--- config.mk ---
export PLATFORM = sky130hd
export DESIGN_NAME = vbm_front
export DESIGN_NICKNAME = d
export VERILOG_FILES = /design/src/hdl/vbm_pkg.sv /design/src/hdl/vbm_front.sv
export SDC_FILE = /design/constraint.sdc
export NUM_CORES = 1
export LEC_CHECK = 0
export BUFFER_PORTS_ARGS = -buffer_cell sky130_fd_sc_hd__buf_4
export CAP_MARGIN = 10
export CORE_UTILIZATION = 55
export DETAILED_ROUTE_END_ITERATION = 6
export PLACE_DENSITY = 0.76
export REMOVE_ABC_BUFFERS = 1
export SLEW_MARGIN = 20
export SYNTH_ARGS = -nofsm -noshare
export SYNTH_HDL_FRONTEND = slang
export SYNTH_SLANG_ARGS = --single-unit
--- constraint.sdc ---
create_clock -name clk_i -period 5.35 [get_ports clk_i]
set_input_delay 1.07 -clock clk_i [delete_from_list [all_inputs] [get_ports clk_i]]
set_output_delay 1.07 -clock clk_i [all_outputs]
set_load 0.02 [all_outputs]
--- src/hdl/vbm_pkg.sv ---
// shared types and constants of the voxel background model
package vbm_pkg;

  localparam int unsigned MaxVoxels = 32768;
  localparam int unsigned IdxW      = $clog2(MaxVoxels);
  localparam int unsigned CoordW    = 20;
  localparam int unsigned ResW      = 16;
  localparam int unsigned GridW     = 11;
  localparam int unsigned CntW      = 16;
  localparam int unsigned DivSteps  = CoordW;
  localparam int unsigned StepW     = $clog2(DivSteps);
  localparam int unsigned NumAxes   = 3;

  localparam logic signed [CoordW-1:0] RegionXMin = -20'sd2000;
  localparam logic signed [CoordW-1:0] RegionYMin = -20'sd5700;
  localparam logic signed [CoordW-1:0] RegionZMin = 20'sd45000;

  typedef enum logic [1:0] {
    REQ_LEARN    = 2'd0,
    REQ_EOF      = 2'd1,
    REQ_CLASSIFY = 2'd2
  } req_e;

  typedef enum logic [2:0] {
    CFG_ORIGIN_X   = 3'd0,
    CFG_ORIGIN_Y   = 3'd1,
    CFG_ORIGIN_Z   = 3'd2,
    CFG_RESOLUTION = 3'd3,
    CFG_GRID_X     = 3'd4,
    CFG_GRID_Y     = 3'd5,
    CFG_GRID_Z     = 3'd6,
    CFG_THRESHOLD  = 3'd7
  } cfg_idx_e;

  typedef struct packed {
    logic signed [CoordW-1:0] origin_x;
    logic signed [CoordW-1:0] origin_y;
    logic signed [CoordW-1:0] origin_z;
    logic [ResW-1:0]          resolution;
    logic [GridW-1:0]         grid_x;
    logic [GridW-1:0]         grid_y;
    logic [GridW-1:0]         grid_z;
  } geom_t;

  typedef struct packed {
    req_e            op;
    logic [IdxW-1:0] idx;
  } vox_op_t;

endpackage

--- src/hdl/vbm_front.sv ---
// front end: accepts beats, screens them and turns points into voxel indexes
module vbm_front import vbm_pkg::*; (
  input  logic                     clk_i,
  input  logic                     rst_ni,
  input  geom_t                    geom_i,
  input  logic                     en_i,
  input  logic                     valid_i,
  output logic                     ready_o,
  input  logic [1:0]               req_i,
  input  logic signed [CoordW-1:0] px_i,
  input  logic signed [CoordW-1:0] py_i,
  input  logic signed [CoordW-1:0] pz_i,
  output logic                     push_o,
  output vox_op_t                  op_o,
  input  logic                     full_i
);

  typedef enum logic [5:0] {
    FS_IDLE  = 6'b000001,
    FS_DIV   = 6'b000010,
    FS_CLAMP = 6'b000100,
    FS_MUL1  = 6'b001000,
    FS_MUL2  = 6'b010000,
    FS_PUSH  = 6'b100000
  } fstate_e;

  fstate_e state_q, state_d;
  logic [StepW-1:0]  step_q, step_d;
  req_e              op_q, op_d;

  logic [CoordW-1:0] dvd_q [NumAxes];
  logic [CoordW-1:0] dvd_d [NumAxes];
  logic [ResW-1:0]   rem_q [NumAxes];
  logic [ResW-1:0]   rem_d [NumAxes];
  logic [GridW-1:0]  ax_q  [NumAxes];
  logic [GridW-1:0]  ax_d  [NumAxes];

  logic [IdxW-1:0] gxz_q, gxz_d, p1_q, p1_d, p2_q, p2_d, s1_q, s1_d;

  logic signed [CoordW-1:0] coord  [NumAxes];
  logic signed [CoordW-1:0] origin [NumAxes];
  logic [GridW-1:0]         nm1    [NumAxes];
  logic [ResW-1:0]          res_eff;
  logic [GridW-1:0]         gx_eff, gz_eff;
  logic                     accept, in_region;
  req_e                     req;

  logic signed [CoordW:0]   diff  [NumAxes];
  logic [ResW:0]            trial [NumAxes];
  logic [ResW:0]            sub   [NumAxes];
  logic                     ge    [NumAxes];
  logic [2*GridW-1:0]       prod_gxz, prod_p1;
  logic [IdxW+GridW-1:0]    prod_p2;

  assign coord[0]  = px_i;
  assign coord[1]  = py_i;
  assign coord[2]  = pz_i;
  assign origin[0] = geom_i.origin_x;
  assign origin[1] = geom_i.origin_y;
  assign origin[2] = geom_i.origin_z;

  // zero sizes behave as one
  assign res_eff = (geom_i.resolution == '0) ? ResW'(1) : geom_i.resolution;
  assign gx_eff  = (geom_i.grid_x == '0) ? GridW'(1) : geom_i.grid_x;
  assign gz_eff  = (geom_i.grid_z == '0) ? GridW'(1) : geom_i.grid_z;
  assign nm1[0]  = (geom_i.grid_x == '0) ? '0 : geom_i.grid_x - GridW'(1);
  assign nm1[1]  = (geom_i.grid_y == '0) ? '0 : geom_i.grid_y - GridW'(1);
  assign nm1[2]  = (geom_i.grid_z == '0) ? '0 : geom_i.grid_z - GridW'(1);

  assign req       = req_e'(req_i);
  assign ready_o   = (state_q == FS_IDLE) && en_i;
  assign accept    = valid_i && ready_o;
  assign in_region = (px_i > RegionXMin) && ((py_i > RegionYMin) || (pz_i > RegionZMin));

  assign prod_gxz = gx_eff * gz_eff;
  assign prod_p1  = ax_q[0] * gz_eff;
  assign prod_p2  = gxz_q * ax_q[1];

  assign push_o = (state_q == FS_PUSH) && !full_i;
  assign op_o   = '{op: op_q, idx: p2_q + s1_q};

  always_comb begin
    for (int l = 0; l < NumAxes; l++) begin
      diff[l]  = {coord[l][CoordW-1], coord[l]} - {origin[l][CoordW-1], origin[l]};
      // one restoring step: quotient bits shift into the dividend register
      trial[l] = {rem_q[l], dvd_q[l][CoordW-1]};
      ge[l]    = trial[l] >= {1'b0, res_eff};
      sub[l]   = trial[l] - {1'b0, res_eff};
      ax_d[l]  = ax_q[l];
      rem_d[l] = rem_q[l];
      dvd_d[l] = dvd_q[l];
    end
    state_d = state_q;
    step_d  = step_q;
    op_d    = op_q;
    gxz_d   = gxz_q;
    p1_d    = p1_q;
    p2_d    = p2_q;
    s1_d    = s1_q;

    case (state_q)
      FS_IDLE: begin
        if (accept) begin
          op_d   = req;
          step_d = '0;
          for (int l = 0; l < NumAxes; l++) begin
            rem_d[l] = '0;
            // offset at or below origin quantizes to zero
            dvd_d[l] = (!diff[l][CoordW] && (diff[l] != '0)) ? diff[l][CoordW-1:0] : '0;
          end
          if (req == REQ_EOF) begin
            state_d = FS_PUSH;
          end else if (req == REQ_LEARN || (req == REQ_CLASSIFY && in_region)) begin
            state_d = FS_DIV;
          end
        end
      end
      FS_DIV: begin
        for (int l = 0; l < NumAxes; l++) begin
          rem_d[l] = ge[l] ? sub[l][ResW-1:0] : trial[l][ResW-1:0];
          dvd_d[l] = {dvd_q[l][CoordW-2:0], ge[l]};
        end
        step_d = step_q + StepW'(1);
        if (step_q == StepW'(DivSteps - 1)) begin
          state_d = FS_CLAMP;
        end
      end
      FS_CLAMP: begin
        for (int l = 0; l < NumAxes; l++) begin
          ax_d[l] = (dvd_q[l] > CoordW'(nm1[l])) ? nm1[l] : dvd_q[l][GridW-1:0];
        end
        state_d = FS_MUL1;
      end
      FS_MUL1: begin
        gxz_d   = prod_gxz[IdxW-1:0];
        p1_d    = prod_p1[IdxW-1:0];
        state_d = FS_MUL2;
      end
      FS_MUL2: begin
        p2_d    = prod_p2[IdxW-1:0];
        s1_d    = p1_q + IdxW'(ax_q[2]);
        state_d = FS_PUSH;
      end
      FS_PUSH: begin
        if (!full_i) begin
          state_d = FS_IDLE;
        end
      end
      default: state_d = FS_IDLE;
    endcase
  end

  always_ff @(posedge clk_i or negedge rst_ni) begin
    if (!rst_ni) begin
      state_q <= FS_IDLE;
      step_q  <= '0;
      op_q    <= REQ_LEARN;
    end else begin
      state_q <= state_d;
      step_q  <= step_d;
      op_q    <= op_d;
    end
  end

  always_ff @(posedge clk_i) begin
    for (int l = 0; l < NumAxes; l++) begin
      dvd_q[l] <= dvd_d[l];
      rem_q[l] <= rem_d[l];
      ax_q[l]  <= ax_d[l];
    end
    gxz_q <= gxz_d;
    p1_q  <= p1_d;
    p2_q  <= p2_d;
    s1_q  <= s1_d;
  end

endmodule

-- After elaboration in Yosys (flattened, before gate mapping)
Memory sizes are Yosys's and may differ from the RTL's.
Index checks and enable logic that the tools add are counted.
- add/subtract/negate cells: 12
- eq/ne operators: 13
- $mul: 3
- magnitude comparators: 9
- muxes and demuxes: 28
- reductions and logical operators: 26
- operators by type and width (cell ; count):
    case mux 60 bit (2 select lines) ; 1
    case mux 48 bit (2 select lines) ; 1
    two-way mux 11 bit ; 8
    two-way mux 16 bit ; 4
    nonzero test 21 bit ; 3
    subtractor 20 x 20 -> 21 bit ; 3
    > comparator 20 x 11 -> 1 bit ; 3
    two-way mux 20 bit ; 3
    two-way mux 60 bit ; 1
    >= comparator 17 x 16 -> 1 bit ; 3
    two-way mux 48 bit ; 1
    subtractor 16 bit ; 3
    case mux 6 bit (6 select lines) ; 1
    zero test 11 bit ; 3
    two-way mux 33 bit ; 1
    subtractor 11 x 1 -> 11 bit, second input constant ; 3
    multiplier 11 x 11 -> 15 bit ; 2
    two-way mux 6 bit ; 5
    > comparator 20 x 12 -> 1 bit, second input constant ; 1
    > comparator 20 x 14 -> 1 bit, second input constant ; 1
    > comparator 20 x 17 -> 1 bit, second input constant ; 1
    zero test 16 bit ; 1
    adder 15 x 11 -> 15 bit ; 1
    adder 15 bit ; 1
    22 further kinds ; 36
- input port bits: 176
- word-level logic and storage cells: 101
- bits in writable memories: 141
- flip-flop bits (word level): 73
- memories kept: 3
- output and inout port bits: 19
- memories (name ; depth ; width ; read ports ; clocked after Yosys merged registers in ; write ports ; RTL line ; RTL):
    dvd_q ; 3 ; 20 ; 3 ; 0 ; 3 ; vbm_front.sv:31 ; logic [CoordW-1:0] dvd_q [NumAxes];
    rem_q ; 3 ; 16 ; 3 ; 0 ; 3 ; vbm_front.sv:33 ; logic [ResW-1:0] rem_q [NumAxes];
    ax_q ; 3 ; 11 ; 3 ; 0 ; 3 ; vbm_front.sv:35 ; logic [GridW-1:0] ax_q [NumAxes];

-- Longest topological paths before layout
- word-level depth: 9
- gate-level depth with buffers: 26
- depth with buffers taken out: 25

-- Worst setup path after synthesis
Ideal clock, no wire load.
- kind: input to register
- start point: input geom_i[27] (netlist bit)
- end point: register gxz_q[13], data pin
- arrival: 6.591 ns
- library setup time: 0.257 ns
- required time: 5.093 ns
- stages: 23
- path buffers: 0
- path slack: -1.498 ns
- cell sequence: or4_1 -> nor3_1 -> nand2_1 -> or2_2 -> nor3_2 -> nor2_1 -> and2_1 -> fa_1 -> ha_1 -> fa_1 -> inv_1 -> fa_1 -> fa_1 -> inv_1 -> ha_1 -> o21ai_0 -> a21boi_0 -> o21ai_0 -> a21boi_0 -> o21ai_0 -> a21boi_0 -> mux2i_1 -> nand2_1
- word-level cells in the longest chain between the ends: 3
- RTL lines (what ; RTL line ; RTL):
    start: declaration ; vbm_front.sv:5 ; input geom_t geom_i,
    zero test 11 bit ; vbm_front.sv:64 ; assign gx_eff = (geom_i.grid_x == '0) ? GridW'(1) : geom_i.grid_x;
    two-way mux 11 bit (*) ; vbm_front.sv:64 ;
    multiplier 11 x 11 -> 15 bit (*) ; vbm_front.sv:75 ; assign prod_gxz = gx_eff * gz_eff;
    net prod_gxz[13] ; vbm_front.sv:52 ; logic [2*GridW-1:0] prod_gxz, prod_p1;
    end signal: assignment ; vbm_front.sv:171 ; gxz_q <= gxz_d;
    end: declaration ; vbm_front.sv:38 ; logic [IdxW-1:0] gxz_q, gxz_d, p1_q, p1_d, p2_q, p2_d, s1_q, s1_d;
Mark *: on every way through the listed nets, which the timed path passes. The rest lies on a longest branch.
A chain may end at the register's enable or synchronous reset.

-- Final worst setup path
- start point: input geom_i[24] (netlist bit)
- end point: register gxz_q[13], data pin
Same word-level chain as after synthesis.

==> metrics.txt <==
status=finished with violations; failing checks=negative setup slack; CTS root buffer=clkbuf_16; core outline area=45,500 um2; CTS Buf Count=26; Critical path buffers and inverters=7; initial antenna violation count=1; Ports=195; pre-CTS WS=-1920 ps; share of layout cells above drive strength 1=0.176; vias in the first global route=21,600; Hold Path Class=input pin to asynchronous set/reset pin; # port buffers=194; crit path max fanout=4; # fillers=3,577; DIE WIDTH=217 um; commonest non-fill, non-tap cell in the layout=inv_1; most frequent cells in the layout=inv_1, buf_4, nand2_1; overall routing resource usage=0.272; Pwr Total=7.94 mW; drt drc=0; TritonCTS clock tree=built; Setup-failing EPs final=13; FF-to-FF setup slack=290 ps; routed wl met2=32,300 um; H-tree levels=1; Distinct cells, synth=92; CTS sink cnt=214; Tcrit/Tclk final=1.12; Vert. Die Dim=217 um; share of the synthesized area in the top cell type=0.238; Pleak=13.9 nW; wire length on met3=3720 um; GRT overflow=0; Area Growth Syn to Fin=17.8%; max-cap viol count=0; hold_ws=340 ps; M1 wire length=26,800 um; register area=6360 um2; Synth Area per Inst=9.08 um2; maximum number of pins on one net before global-route repair=72; Main synth FF type=edfxtp_1; DRT Pass-1 Iters=6; Worst Setup End Kind=flop; #FFs+latches synth=214; FMAX=167 MHz; clock slew at reported path FFs=60 ps; worst slew pin tran=863 ps; RSZ-0062 raised after global routing=yes; Cell Pwr Density=266 nW/um2; post-route cell area=29,900 um2; maximum VDD drop=0.376 mV; first-pass GRT wire length=104,000 um; die area=47,000 um2; max layer used=met4; Worst EP required=5630 ps; ys async rst share=0.0607; Yosys top cell by area=edfxtp_1; crit path DAT=6270 ps; slew margin rel.=0.425; min cycle time layout=5990 ps; Slowest cell on crit path=or4_4; vias per inst=5.70; Routed Antenna Nets=0; gp weighted congestion=0.924; synth warn=0; Setup CP Type=input pin to flop; footprint of the multi-input gates=17,500 um2; clock skew=36.4 ps; critical path startpoint category=input pin; hold buffers post-CTS=0; fin. max-slew vios=0; Clock Path Buffers=3; DR vias=21,100; initial DRC count=1,479; Wirelength per Cell=17.5 um; later-pin clock latency in the skew report=560 ps; mapped cell area=25,400 um2; HPWL after DPL=50,100 um; crit-path max cell delay=550 ps; Total Wirelength=65,100 um; Placement Rows=78; initial core utilization=0.558; post-synthesis sequential area ratio=0.251; Post-synth EDFFs=201; largest delay contributor family on the critical path=adder cells; Area after DPL=28,000 um2; synth top area cells=edfxtp_1, fa_1, ha_1; nets=3,732; Cells after Synth=2,796; PnR worst setup slack=-636 ps; endpoints failing hold=0
-- per-layer routing --
layer / GRT usage / up-vias
met4: 0.0946 / 0
met3: 0.0349 / 137
met5: 0 / -
met1: 0.345 / 10300
met2: 0.477 / 683
li1: - / 10000
-- where the power goes --
part,switching [mW],internal [mW],leakage [nW],total (mW)
clock network,0.733,1.05,0.420,1.79
registers,0.0488,2.04,2.04,2.09
logic,2.10,1.97,11.4,4.06
-- final timing paths --
check                      cells past startpoint         end        from
min in group clk_i                             1     op_q[0]     op_q[0]
max in group asynchronous                      1  state_q[0]      rst_ni
min reg2reg                                    1     op_q[0]     op_q[0]
max reg2reg                                   15    p1_q[14]  ax_q[0][2]
min                                            1     op_q[0]      rst_ni
max                                           25   gxz_q[13]  geom_i[24]
-- logic make-up (layout without fill, tap and decap cells) --
group	after synthesis	count (layout)	share of synthesized area
adder cells (fa/ha/maj)	468	468	0.289
AO/OA/AOI/OAI	475	475	0.131
buffers and inverters	531	843	0.0808
XOR/XNOR	180	180	0.0621
other	0	1	0
multiplexers	37	37	0.0147
flip-flops	214	214	0.251
AND/OR/NAND/NOR	891	891	0.172
-- Yosys cell counts, types with 14 or more instances --
master,count
ha_1,272
nand3_1,64
o21a_1,40
o21ai_0,110
nand2b_1,22
a21oi_1,78
or2_2,21
nor3_1,48
and3_1,29
o31ai_1,32
and2_1,112
xor2_1,60
o22ai_1,26
nor2b_1,34
nor4_1,15
xnor2_1,120
nor2_1,140
inv_1,439
a21o_1,42
mux2i_1,34
edfxtp_1,201
clkbuf_1,70
a211oi_1,14
or3_1,16
nand4_1,24
nand2_1,324
fa_1,196
-- layout make-up --
cell class,count,share of cell area
flip-flops and latches,214,0.213
clock inverters,14,0.00498
well taps,600,0.0251
diodes,1,0.0000837
inverters,439,0.0553
repair buffers,356,0.0927
multi-input cells,2051,0.585
clock buffers,34,0.0241
-- per-stage QoR --
step	utilization	setup TNS, ps	cells
after detailed placement	0.616	-22370	3605
after global placement	0.616	-18290	3605
after floorplan	-	-142570	2704
after CTS	0.649	-3710	3686
final	0.657	-3520	3709
after global routing	0.657	-5390	3709
-- sequential cells by signal, indices dropped and copies added (netlist names) --
register and count:
p1_q 15, op_q 2, step_q 5, s1_q 15
rem_q 48, state_q 6, p2_q 15, ax_q 33
gxz_q 15, dvd_q 60
-- repair_timing --
action                     in CTS  in global routing
pin swaps                      70                 51
gates cloned                    1                  0
setup buffers                  33                 24
resized for setup              90                 48
setup endpoints to repair      16                 16
Note: power is estimated with default switching activity, not from simulation.
